==> src/sv/rvsc_pkg.sv <==
package rvsc_pkg;

    localparam int XLEN          = 32;
    localparam int NREGS         = 32;
    localparam int REG_AW        = 5;
    localparam int PROGRAM_WORDS = 1024;
    localparam int PC_W          = $clog2(PROGRAM_WORDS);
    localparam int LEN_W         = PC_W + 1;
    localparam int MADDR_W       = 5;

    // Stream payload widths; the data widths are padded to whole bytes
    localparam int S_DATA_W = 72;
    localparam int S_USER_W = 2;
    localparam int M_DATA_W = 48;

    typedef enum logic [1:0] {
        CMD_EXEC  = 2'd0,
        CMD_WRITE = 2'd1,
        CMD_READ  = 2'd2,
        CMD_NOP   = 2'd3
    } cmd_t;

    typedef enum logic [2:0] {
        ALU_ADD = 3'd0,
        ALU_SLL = 3'd1,
        ALU_MUL = 3'd2,
        ALU_SUB = 3'd3,
        ALU_XOR = 3'd4,
        ALU_SRL = 3'd5,
        ALU_OR  = 3'd6,
        ALU_AND = 3'd7
    } alu_op_t;

    localparam logic [6:0] OP_R   = 7'b0110011;
    localparam logic [6:0] OP_I   = 7'b0010011;
    localparam logic [6:0] OP_L   = 7'b0000011;
    localparam logic [6:0] OP_S   = 7'b0100011;
    localparam logic [6:0] OP_J   = 7'b1101111;
    localparam logic [6:0] OP_B   = 7'b1100011;
    localparam logic [6:0] OP_LUI = 7'b0110111;

    localparam logic [2:0] BR_EQ  = 3'b000;
    localparam logic [2:0] BR_NE  = 3'b001;
    localparam logic [2:0] BR_LT  = 3'b100;
    localparam logic [2:0] BR_GE  = 3'b101;
    localparam logic [2:0] BR_LTU = 3'b110;
    localparam logic [2:0] BR_GEU = 3'b111;

endpackage

==> src/sv/rvsc_ram.sv <==
module rvsc_ram #(
    parameter int WIDTH = 32,
    parameter int DEPTH = 32
) (
    input  logic                     aclk,
    input  logic                     we,
    input  logic [$clog2(DEPTH)-1:0] waddr,
    input  logic [WIDTH-1:0]         wdata,
    input  logic                     re,
    input  logic [$clog2(DEPTH)-1:0] raddr,
    output logic [WIDTH-1:0]         rdata
);

    logic [WIDTH-1:0] mem [DEPTH];

    // Read-first: a read at the address being written returns the old word
    always_ff @(posedge aclk) begin
        if (we) begin
            mem[waddr] <= wdata;
        end
        if (re) begin
            rdata <= mem[raddr];
        end
    end

endmodule

==> src/sv/rvsc_alu.sv <==
module rvsc_alu (
    input  rvsc_pkg::alu_op_t       op,
    input  logic [rvsc_pkg::XLEN-1:0] a,
    input  logic [rvsc_pkg::XLEN-1:0] b,
    output logic [rvsc_pkg::XLEN-1:0] y
);
    import rvsc_pkg::*;

    logic [4:0]      sh;
    logic [XLEN-1:0] prod;

    assign sh   = b[4:0];
    assign prod = a * b;

    always_comb begin
        unique case (op)
            ALU_ADD: y = a + b;
            ALU_SLL: y = a << sh;
            ALU_MUL: y = prod;
            ALU_SUB: y = a - b;
            ALU_XOR: y = a ^ b;
            ALU_SRL: y = a >> sh;
            ALU_OR:  y = a | b;
            ALU_AND: y = a & b;
            default: y = a + b;
        endcase
    end

endmodule

==> src/sv/rv32_subset_core_step.sv <==
// Single-step core for a small RV32I-like integer subset. Each input item is one command:
// execute the instruction in s_tdata at the current program counter, write a data memory
// word, read one, or do nothing; every item returns exactly one result item with the
// new pc, the halt flag, the value written back or read, and fault flags. The pc counts
// instructions and wraps at 1024; the core is halted while pc >= program_length, and
// execute items are ignored then. The block takes one item per clock unless the output
// is stalled, and keeps taking items while earlier ones are in flight; a result passes
// operand read, execute/memory access and write-back into the output register. The rate
// is set by the register file and data memory, synchronous RAMs: the register file is
// read when an item is taken, data memory is accessed in the execute stage, and the
// register file is written in the write-back stage, with forwarding from write-back and
// from the last write so that back-to-back dependent instructions need no stall. After
// reset a clearing pass zeroes both memories, one entry per cycle, max(DATA_WORDS, 32)
// entries, s_tready stays low until it ends, and program_length may be written meanwhile.
module rv32_subset_core_step #(
    parameter int DATA_WORDS = 32
) (
    input  logic                           aclk,
    input  logic                           aresetn,
    // configuration: program_length
    input  logic                           cfg_wr_en,
    input  logic [rvsc_pkg::LEN_W-1:0]     cfg_wr_data,
    // input items
    input  logic                           s_tvalid,
    output logic                           s_tready,
    // [31:0] instr, [36:32] mem_addr, [68:37] mem_wdata, [71:69] zero
    input  logic [rvsc_pkg::S_DATA_W-1:0]  s_tdata,
    // [1:0] cmd
    input  logic [rvsc_pkg::S_USER_W-1:0]  s_tuser,
    // result items
    output logic                           m_tvalid,
    input  logic                           m_tready,
    // [9:0] next_pc, [10] halted, [42:11] data_out, [43] reg_written,
    // [44] mem_fault, [47:45] zero
    output logic [rvsc_pkg::M_DATA_W-1:0]  m_tdata
);
    import rvsc_pkg::*;

    localparam int DM_AW     = $clog2(DATA_WORDS);
    localparam int CLR_DEPTH = (DATA_WORDS > NREGS) ? DATA_WORDS : NREGS;
    localparam int CLR_W     = $clog2(CLR_DEPTH);

    // ------------------------------------------------------------------
    // Control and clearing pass
    // ------------------------------------------------------------------
    logic             adv;
    logic             s_accept;
    logic             clr_busy_reg;
    logic [CLR_W-1:0] clr_cnt_reg;
    logic [LEN_W-1:0] prog_len_reg;
    logic [PC_W-1:0]  pc_reg;
    logic [PC_W-1:0]  pc_next;

    logic             m_valid_reg;
    logic [M_DATA_W-1:0] m_data_reg;

    // The whole pipeline moves when the output register is free or being drained
    assign adv      = !m_valid_reg || m_tready;
    assign s_tready = adv && !clr_busy_reg;
    assign s_accept = s_tvalid && s_tready;
    assign m_tvalid = m_valid_reg;
    assign m_tdata  = m_data_reg;

    always_ff @(posedge aclk) begin
        if (!aresetn) begin
            clr_busy_reg <= 1'b1;
            clr_cnt_reg  <= '0;
        end else if (clr_busy_reg) begin
            clr_cnt_reg <= clr_cnt_reg + CLR_W'(1);
            if (32'(clr_cnt_reg) == 32'(CLR_DEPTH - 1)) begin
                clr_busy_reg <= 1'b0;
            end
        end
    end

    always_ff @(posedge aclk) begin
        if (!aresetn) begin
            prog_len_reg <= '0;
        end else if (cfg_wr_en) begin
            prog_len_reg <= cfg_wr_data;
        end
    end

    // ------------------------------------------------------------------
    // Register file: two copies, one per read port, written together
    // ------------------------------------------------------------------
    logic              rf_we;
    logic [REG_AW-1:0] rf_waddr;
    logic [XLEN-1:0]   rf_wdata;
    logic [XLEN-1:0]   rf1_rdata;
    logic [XLEN-1:0]   rf2_rdata;
    logic [XLEN-1:0]   s_instr;

    assign s_instr = s_tdata[XLEN-1:0];

    rvsc_ram #(.WIDTH(XLEN), .DEPTH(NREGS)) u_rf1 (
        .aclk  (aclk),
        .we    (rf_we),
        .waddr (rf_waddr),
        .wdata (rf_wdata),
        .re    (s_accept),
        .raddr (s_instr[19:15]),
        .rdata (rf1_rdata)
    );

    rvsc_ram #(.WIDTH(XLEN), .DEPTH(NREGS)) u_rf2 (
        .aclk  (aclk),
        .we    (rf_we),
        .waddr (rf_waddr),
        .wdata (rf_wdata),
        .re    (s_accept),
        .raddr (s_instr[24:20]),
        .rdata (rf2_rdata)
    );

    // ------------------------------------------------------------------
    // Execute stage registers
    // ------------------------------------------------------------------
    logic                s1_valid_reg;
    cmd_t                s1_cmd_reg;
    logic [XLEN-1:0]     s1_instr_reg;
    logic [MADDR_W-1:0]  s1_maddr_reg;
    logic [XLEN-1:0]     s1_wdata_reg;

    always_ff @(posedge aclk) begin
        if (!aresetn) begin
            s1_valid_reg <= 1'b0;
        end else if (adv) begin
            s1_valid_reg <= s_accept;
        end
    end

    always_ff @(posedge aclk) begin
        if (s_accept) begin
            s1_cmd_reg   <= cmd_t'(s_tuser[1:0]);
            s1_instr_reg <= s_instr;
            s1_maddr_reg <= s_tdata[XLEN +: MADDR_W];
            s1_wdata_reg <= s_tdata[XLEN+MADDR_W +: XLEN];
        end
    end

    // ------------------------------------------------------------------
    // Write-back stage registers and last-write bypass
    // ------------------------------------------------------------------
    logic              s2_valid_reg;
    logic [REG_AW-1:0] s2_rd_reg;
    logic              s2_we_reg;
    logic              s2_use_mem_reg;
    logic [XLEN-1:0]   s2_val_reg;
    logic              s2_fault_reg;
    logic [PC_W-1:0]   s2_pc_reg;
    logic              s2_halted_reg;
    logic [XLEN-1:0]   s2_result;

    logic              lw_valid_reg;
    logic [REG_AW-1:0] lw_rd_reg;
    logic [XLEN-1:0]   lw_val_reg;

    logic [XLEN-1:0]   dm_rdata;

    // Load data and host reads come straight off the memory output
    assign s2_result = s2_use_mem_reg ? dm_rdata : s2_val_reg;

    // ------------------------------------------------------------------
    // Execute: decode, operand forwarding, ALU, branch, memory access
    // ------------------------------------------------------------------
    logic [6:0]        op;
    logic [REG_AW-1:0] rd;
    logic [REG_AW-1:0] rs1;
    logic [REG_AW-1:0] rs2;
    logic [2:0]        f3;
    logic [XLEN-1:0]   opa;
    logic [XLEN-1:0]   opb;
    logic [XLEN-1:0]   imm_i;
    logic [XLEN-1:0]   imm_s;
    logic [PC_W-1:0]   imm_j;
    logic [XLEN-1:0]   alu_b;
    logic [XLEN-1:0]   alu_y;
    logic [XLEN-1:0]   ea;
    logic              ea_ok;
    logic              host_ok;
    logic              exec;
    logic              take;
    logic [PC_W-1:0]   pc_plus1;
    logic [PC_W-1:0]   new_pc;
    logic              x_we;
    logic              x_use_mem;
    logic [XLEN-1:0]   x_val;
    logic              x_fault;

    logic              dm_we;
    logic [DM_AW-1:0]  dm_waddr;
    logic [XLEN-1:0]   dm_wdata;
    logic              dm_re;
    logic [DM_AW-1:0]  dm_raddr;
    logic [XLEN-1:0]   acc_addr;

    assign op    = s1_instr_reg[6:0];
    assign rd    = s1_instr_reg[11:7];
    assign f3    = s1_instr_reg[14:12];
    assign rs1   = s1_instr_reg[19:15];
    assign rs2   = s1_instr_reg[24:20];
    assign imm_i = {{20{s1_instr_reg[31]}}, s1_instr_reg[31:20]};
    assign imm_s = {{20{s1_instr_reg[31]}}, s1_instr_reg[31:25], s1_instr_reg[11:7]};
    // Only the low pc bits of the jump offset matter since pc wraps
    assign imm_j = s1_instr_reg[12 +: PC_W];

    // x0 reads zero; newest write wins: write-back stage, then the last write
    always_comb begin
        priority if (rs1 == '0) begin
            opa = '0;
        end else if (s2_valid_reg && s2_we_reg && s2_rd_reg == rs1) begin
            opa = s2_result;
        end else if (lw_valid_reg && lw_rd_reg == rs1) begin
            opa = lw_val_reg;
        end else begin
            opa = rf1_rdata;
        end
        priority if (rs2 == '0) begin
            opb = '0;
        end else if (s2_valid_reg && s2_we_reg && s2_rd_reg == rs2) begin
            opb = s2_result;
        end else if (lw_valid_reg && lw_rd_reg == rs2) begin
            opb = lw_val_reg;
        end else begin
            opb = rf2_rdata;
        end
    end

    assign alu_b = (op == OP_I) ? imm_i : opb;

    rvsc_alu u_alu (
        .op (alu_op_t'(f3)),
        .a  (opa),
        .b  (alu_b),
        .y  (alu_y)
    );

    assign exec     = (s1_cmd_reg == CMD_EXEC) && (LEN_W'(pc_reg) < prog_len_reg);
    assign ea       = opa + ((op == OP_L) ? imm_i : imm_s);
    assign ea_ok    = !ea[XLEN-1] && (ea < XLEN'(DATA_WORDS));
    assign host_ok  = XLEN'(s1_maddr_reg) < XLEN'(DATA_WORDS);
    assign pc_plus1 = pc_reg + PC_W'(1);

    always_comb begin
        unique case (f3)
            BR_EQ:   take = (opa == opb);
            BR_NE:   take = (opa != opb);
            BR_LT:   take = ($signed(opa) < $signed(opb));
            BR_GE:   take = ($signed(opa) >= $signed(opb));
            BR_LTU:  take = (opa < opb);
            BR_GEU:  take = (opa >= opb);
            default: take = 1'b0;
        endcase
    end

    always_comb begin
        new_pc    = pc_reg;
        x_we      = 1'b0;
        x_use_mem = 1'b0;
        x_val     = '0;
        x_fault   = 1'b0;
        unique case (s1_cmd_reg)
            CMD_WRITE: begin
                x_fault = !host_ok;
            end
            CMD_READ: begin
                x_fault   = !host_ok;
                x_use_mem = host_ok;
            end
            CMD_EXEC: begin
                if (exec) begin
                    new_pc = pc_plus1;
                    unique case (op)
                        OP_R, OP_I: begin
                            x_we  = (rd != '0);
                            x_val = x_we ? alu_y : '0;
                        end
                        OP_L: begin
                            // a faulting load still writes zero to rd
                            x_we      = (rd != '0);
                            x_use_mem = x_we && ea_ok;
                            x_fault   = !ea_ok;
                        end
                        OP_S: begin
                            x_fault = !ea_ok;
                        end
                        OP_J: begin
                            x_we   = (rd != '0);
                            x_val  = x_we ? XLEN'(pc_plus1) : '0;
                            new_pc = pc_reg + imm_j;
                        end
                        OP_B: begin
                            if (take) begin
                                new_pc = pc_reg + imm_s[PC_W-1:0];
                            end
                        end
                        default: begin
                            // upper immediate and unknown opcodes: advance only
                        end
                    endcase
                end
            end
            default: begin
            end
        endcase
    end

    assign pc_next = new_pc;

    always_ff @(posedge aclk) begin
        if (!aresetn) begin
            pc_reg <= '0;
        end else if (adv && s1_valid_reg && exec) begin
            pc_reg <= pc_next;
        end
    end

    // Data memory: every item's access happens in the execute stage, in item order
    assign acc_addr = (s1_cmd_reg == CMD_EXEC) ? ea : XLEN'(s1_maddr_reg);

    always_comb begin
        dm_re    = adv && s1_valid_reg;
        dm_raddr = acc_addr[DM_AW-1:0];
        if (clr_busy_reg) begin
            dm_we    = 32'(clr_cnt_reg) < 32'(DATA_WORDS);
            dm_waddr = clr_cnt_reg[DM_AW-1:0];
            dm_wdata = '0;
        end else begin
            dm_we    = adv && s1_valid_reg &&
                       (((s1_cmd_reg == CMD_WRITE) && host_ok) ||
                        (exec && (op == OP_S) && ea_ok));
            dm_waddr = acc_addr[DM_AW-1:0];
            dm_wdata = (s1_cmd_reg == CMD_WRITE) ? s1_wdata_reg : opb;
        end
    end

    rvsc_ram #(.WIDTH(XLEN), .DEPTH(DATA_WORDS)) u_dmem (
        .aclk  (aclk),
        .we    (dm_we),
        .waddr (dm_waddr),
        .wdata (dm_wdata),
        .re    (dm_re),
        .raddr (dm_raddr),
        .rdata (dm_rdata)
    );

    always_ff @(posedge aclk) begin
        if (!aresetn) begin
            s2_valid_reg <= 1'b0;
        end else if (adv) begin
            s2_valid_reg <= s1_valid_reg;
        end
    end

    always_ff @(posedge aclk) begin
        if (adv && s1_valid_reg) begin
            s2_rd_reg      <= rd;
            s2_we_reg      <= x_we;
            s2_use_mem_reg <= x_use_mem;
            s2_val_reg     <= x_val;
            s2_fault_reg   <= x_fault;
            s2_pc_reg      <= new_pc;
            s2_halted_reg  <= LEN_W'(new_pc) >= prog_len_reg;
        end
    end

    // ------------------------------------------------------------------
    // Write-back: register file write, bypass capture, output register
    // ------------------------------------------------------------------
    always_comb begin
        if (clr_busy_reg) begin
            rf_we    = 32'(clr_cnt_reg) < 32'(NREGS);
            rf_waddr = clr_cnt_reg[REG_AW-1:0];
            rf_wdata = '0;
        end else begin
            rf_we    = adv && s2_valid_reg && s2_we_reg;
            rf_waddr = s2_rd_reg;
            rf_wdata = s2_result;
        end
    end

    always_ff @(posedge aclk) begin
        if (!aresetn) begin
            lw_valid_reg <= 1'b0;
        end else if (!clr_busy_reg && rf_we) begin
            lw_valid_reg <= 1'b1;
        end
    end

    always_ff @(posedge aclk) begin
        if (!clr_busy_reg && rf_we) begin
            lw_rd_reg  <= rf_waddr;
            lw_val_reg <= rf_wdata;
        end
    end

    always_ff @(posedge aclk) begin
        if (!aresetn) begin
            m_valid_reg <= 1'b0;
        end else if (adv) begin
            m_valid_reg <= s2_valid_reg;
        end
    end

    always_ff @(posedge aclk) begin
        if (adv && s2_valid_reg) begin
            m_data_reg <= {3'b000, s2_fault_reg, s2_we_reg, s2_result,
                           s2_halted_reg, s2_pc_reg};
        end
    end

    // ------------------------------------------------------------------
    // Assertions
    // ------------------------------------------------------------------
    // No item may enter while the memories are being cleared
    a_no_accept_in_clear: assert property (@(posedge aclk) disable iff (!aresetn)
        clr_busy_reg |-> !s_tready)
        else $error("item accepted during clearing pass");

    // x0 is never written by the pipeline
    a_no_x0_write: assert property (@(posedge aclk) disable iff (!aresetn)
        (rf_we && !clr_busy_reg) |-> (rf_waddr != '0))
        else $error("write to x0");

    // pc moves only when an executing instruction leaves the execute stage
    a_pc_hold: assert property (@(posedge aclk) disable iff (!aresetn)
        !(adv && s1_valid_reg && exec) |=> $stable(pc_reg))
        else $error("pc changed without an executed instruction");

    // Data memory is written only while the pipeline advances or clears
    a_dmem_write_adv: assert property (@(posedge aclk) disable iff (!aresetn)
        (dm_we && !clr_busy_reg) |-> (adv && s1_valid_reg))
        else $error("data memory written during a stall");

endmodule
==> config.mk <==
export PLATFORM = sky130hd
export DESIGN_NAME = rv32_subset_core_step
export DESIGN_NICKNAME = d
export VERILOG_FILES = /design/src/sv/rvsc_pkg.sv /design/src/sv/rvsc_ram.sv /design/src/sv/rvsc_alu.sv /design/src/sv/rv32_subset_core_step.sv
export SDC_FILE = /design/constraint.sdc
export NUM_CORES = 2
export LEC_CHECK = 0
export ABC_AREA = 0
export BUFFER_PORTS_ARGS = -buffer_cell sky130_fd_sc_hd__buf_2
export CORE_MARGIN = 4
export CORE_UTILIZATION = 37
export DETAILED_ROUTE_END_ITERATION = 8
export SYNTH_ARGS = -nofsm -noshare
export SYNTH_HDL_FRONTEND = slang
export SYNTH_SLANG_ARGS = --single-unit
==> constraint.sdc <==
create_clock -name aclk -period 19.99 [get_ports aclk]
set_clock_uncertainty 0.05 [all_clocks]
set_input_delay 1.999 -clock aclk [delete_from_list [all_inputs] [get_ports aclk]]
set_output_delay 1.999 -clock aclk [all_outputs]
set_load 0.05 [all_outputs]
==> impl_metrics.tcl <==
set metrics [dict create \
    rsz0062_at_grt "no" \
    syn-cell-area_sq_um 126000 \
    cts_tree "yes" \
    cts_num_sinks 2379 \
    slew_viol_final 0 \
    vias 78241 \
    async_flop_share 0 \
    synth-seq-area-share 0.563 \
    timing.fmax_mhz 82.5 \
    clk_pin_slew_ps 70 \
    layout-drive-gt1-share 0.236 \
    synth_fa_ha_area_frac 0.0973 \
    synth-main-ff-cell "edfxtp_1" \
    antenna_found_initial 23 \
    grt-ovfl-total 0 \
    track_usage 0.237 \
    critPathLaunchType "flop" \
    tightest_slew_ps 1390 \
    area_growth_syn_to_layout_pct 12.1 \
    yosysUniqueCellTypes 90 \
    cap_violations 0 \
    setup_violations 0 \
    fin_area_sq_um 142000 \
    synth_mux_area_frac 0.190 \
    syn_avg_cell_area_sq_um 15.5 \
    largest_reg_flops 1024 \
    hold_buffers 0 \
    synth_edf_count 2348 \
    drc 0 \
    port_buffers 133 \
    wl_per_cell_um 32.4 \
    slew_headroom 0.0723 \
    power_w 0.0104 \
    fin_crit_sh 0.606 \
    irDropWorstVdd_mv 0.0853 \
    synthSimpleGateAreaFrac 0.0540 \
    gp_congestion 0.991 \
    design.die.area_sq_um 351000 \
    start_util 0.372 \
    ios 140 \
    insertion_delay_ps 940 \
    vias_per_cell 5.99 \
    cpMostUsedCell "fa_1" \
    grt_pass1_wl_um 592000 \
    worst_hold_path_type "flop to flop" \
    numCtsBuffers 238 \
    leakage_nw 48.4 \
    run_status "finished, final reports clean" \
    yosys.area_share.xor_xnor 0.0134 \
    num_rows 214 \
    nets 9124 \
    synth_warnings 0 \
    setup_tns_ps 0 \
    ctsRootBufferMaster "clkbuf_16" \
    coreArea_sq_um 340000 \
    fillers 30240 \
    cts_setup_buffers 0 \
    fin_util 0.417 \
    antenna_left 0 \
    cpPeakStageDelay_ps 1000 \
    synthCells 8169 \
    die_w_um 592 \
    path_max_fanout 25 \
    die_y_um 592 \
    clockBufferDepth 4 \
    routed_wl_um 422000 \
    dpl.hpwl_um 263000 \
    largestRegisters "u_dmem.mem (1024), u_rf2.mem (608), u_rf1.mem (416)" \
    whs_ps 374 \
    path_class "flop to flop" \
    min_period_ps 12120 \
    post_dp_cell_area_sq_um 134000 \
    drtIter0Drc 10355 \
    endpoint_kind "flop" \
    worstPathArrival_ps 12700 \
    regMostFlops "u_dmem.mem" \
    hold_viol_final 0 \
    grt_max_degree 108 \
    cts_resized 0 \
    first_pass_iters 7 \
    powerDensity_nw_per_um2 73.6 \
    cp_slowest_cell "a2111oi_0" \
    required_ps 20570 \
    grt_pass1_vias 78491 \
    htreeDepth 4 \
    synth_compound_area_frac 0.0515 \
    ys_seq_elements 2379 \
    synth_top_family_by_area "multiplexers" \
]
path summary, 6_finish.rpt:
check                   endpoint        startpoint  slack [ps]  cells after the start
setup / recovery  s2_val_reg[30]  s1_instr_reg[20]        7870                     35
hold / removal        m_tdata[1]      s2_pc_reg[1]         370                      0
setup reg to reg  s2_val_reg[30]  s1_instr_reg[20]        7870                     35
hold reg to reg       m_tdata[1]      s2_pc_reg[1]         370                      0
through the flow:
stage	cells	worst slack [ps]
2_1_floorplan	8171	10470
3_3_place_gp	12595	8430
3_5_place_dp	12595	8370
4_1_cts	13035	8320
5_1_grt	13036	7480
6_report	13052	7870
logic make-up (layout without fill, tap and decap cells):
group	after synthesis	in the layout
flops	2379	2379
simple gates	1593	1593
mux	1254	1254
buf+inv	1011	1339
compound gates	1005	1005
fa+ha+maj	735	735
xor+xnor	191	191
other cells	1	20
Yosys cell counts (54+ instances only):
cell         n  area (sq um)
nand3_1     88           440
mux2i_1    195          1950
o21ai_0    218          1090
edfxtp_1  2348         70500
mux2_2     163          1840
nor2_1     723          2710
mux4_2     896         20200
xnor2_1    154          1350
a21o_1      80           601
ha_1       323          4040
a21oi_1    263          1320
inv_1      489          1840
fa_1       412          8250
o22ai_1     54           338
o211ai_1    54           405
nand2_1    504          1890
clkbuf_1   308          1160
a211oi_1    56           420
buf_1      139           522
worst max-delay path: cells and delay by family (launching register included):
family | cells | cell delay [ps]
fa+ha+maj | 9 | 3660
xor+xnor | 2 | 440
mux | 1 | 880
compound gates | 13 | 3860
buf+inv | 5 | 1180
flops | 1 | 610
simple gates | 5 | 1150
layer usage:
metal | wire length [um] | up-vias | part of all wire | track usage
met5 | 58 | - | 0.00014 | 0
met4 | 25600 | 10 | 0.061 | 0.122
met3 | 41300 | 986 | 0.098 | 0.0513
met1 | 160000 | 41097 | 0.38 | 0.311
li1 | - | 31649 | - | -
met2 | 195000 | 4499 | 0.46 | 0.371
layout by cell type, fill, tap and decap left out, types with 34 or more instances in the layout:
| cell type | synthesis | routed |
|---|---|---|
| xor2_1 | 36 | 36 |
| edfxtp_1 | 2348 | 2348 |
| mux4_2 | 896 | 896 |
| a21o_1 | 80 | 80 |
| buf_4 | 8 | 248 |
| bufinv_16 | 0 | 36 |
| nor3_1 | 46 | 44 |
| nand3_1 | 88 | 88 |
| clkinv_2 | 0 | 44 |
| o22ai_1 | 54 | 54 |
| o21ai_0 | 218 | 216 |
| clkbuf_16 | 0 | 240 |
| a21oi_1 | 263 | 261 |
| mux2_2 | 163 | 162 |
| a31oi_1 | 46 | 44 |
| buf_2 | 34 | 125 |
| ha_1 | 323 | 323 |
| a211oi_1 | 56 | 38 |
| fa_1 | 412 | 412 |
| o211ai_1 | 54 | 54 |
| xnor2_1 | 154 | 154 |
| nor2_1 | 723 | 635 |
| clkinv_1 | 4 | 53 |
| and2_1 | 35 | 34 |
| mux2i_1 | 195 | 191 |
| nor2_4 | 0 | 65 |
| clkbuf_1 | 308 | 34 |
| nand2_1 | 504 | 504 |
| inv_1 | 489 | 487 |
| nor2b_1 | 40 | 39 |
final cells by class:
| class | instances | area, sq um | area share |
|---|---|---|---|
| Antenna cell | 17 | 42.5 | 0.000300 |
| Clock buffer | 278 | 6190 | 0.0437 |
| Clock inverter | 162 | 1860 | 0.0131 |
| Inverter | 517 | 1940 | 0.0137 |
| Multi-Input combinational cell | 4781 | 52200 | 0.368 |
| Sequential cell | 2379 | 71100 | 0.502 |
| Tap cell | 4536 | 5680 | 0.0401 |
| Timing Repair Buffer | 382 | 2630 | 0.0186 |
where the power goes:
part           total (W)  leakage (nW)  internal (W)  switching [W]
Sequential       0.00547          21.9       0.00546      0.0000154
Combinational   0.000323          22.6      0.000132       0.000191
Clock            0.00464          3.89       0.00268        0.00196
Note: power is estimated with default switching activity, not from simulation.
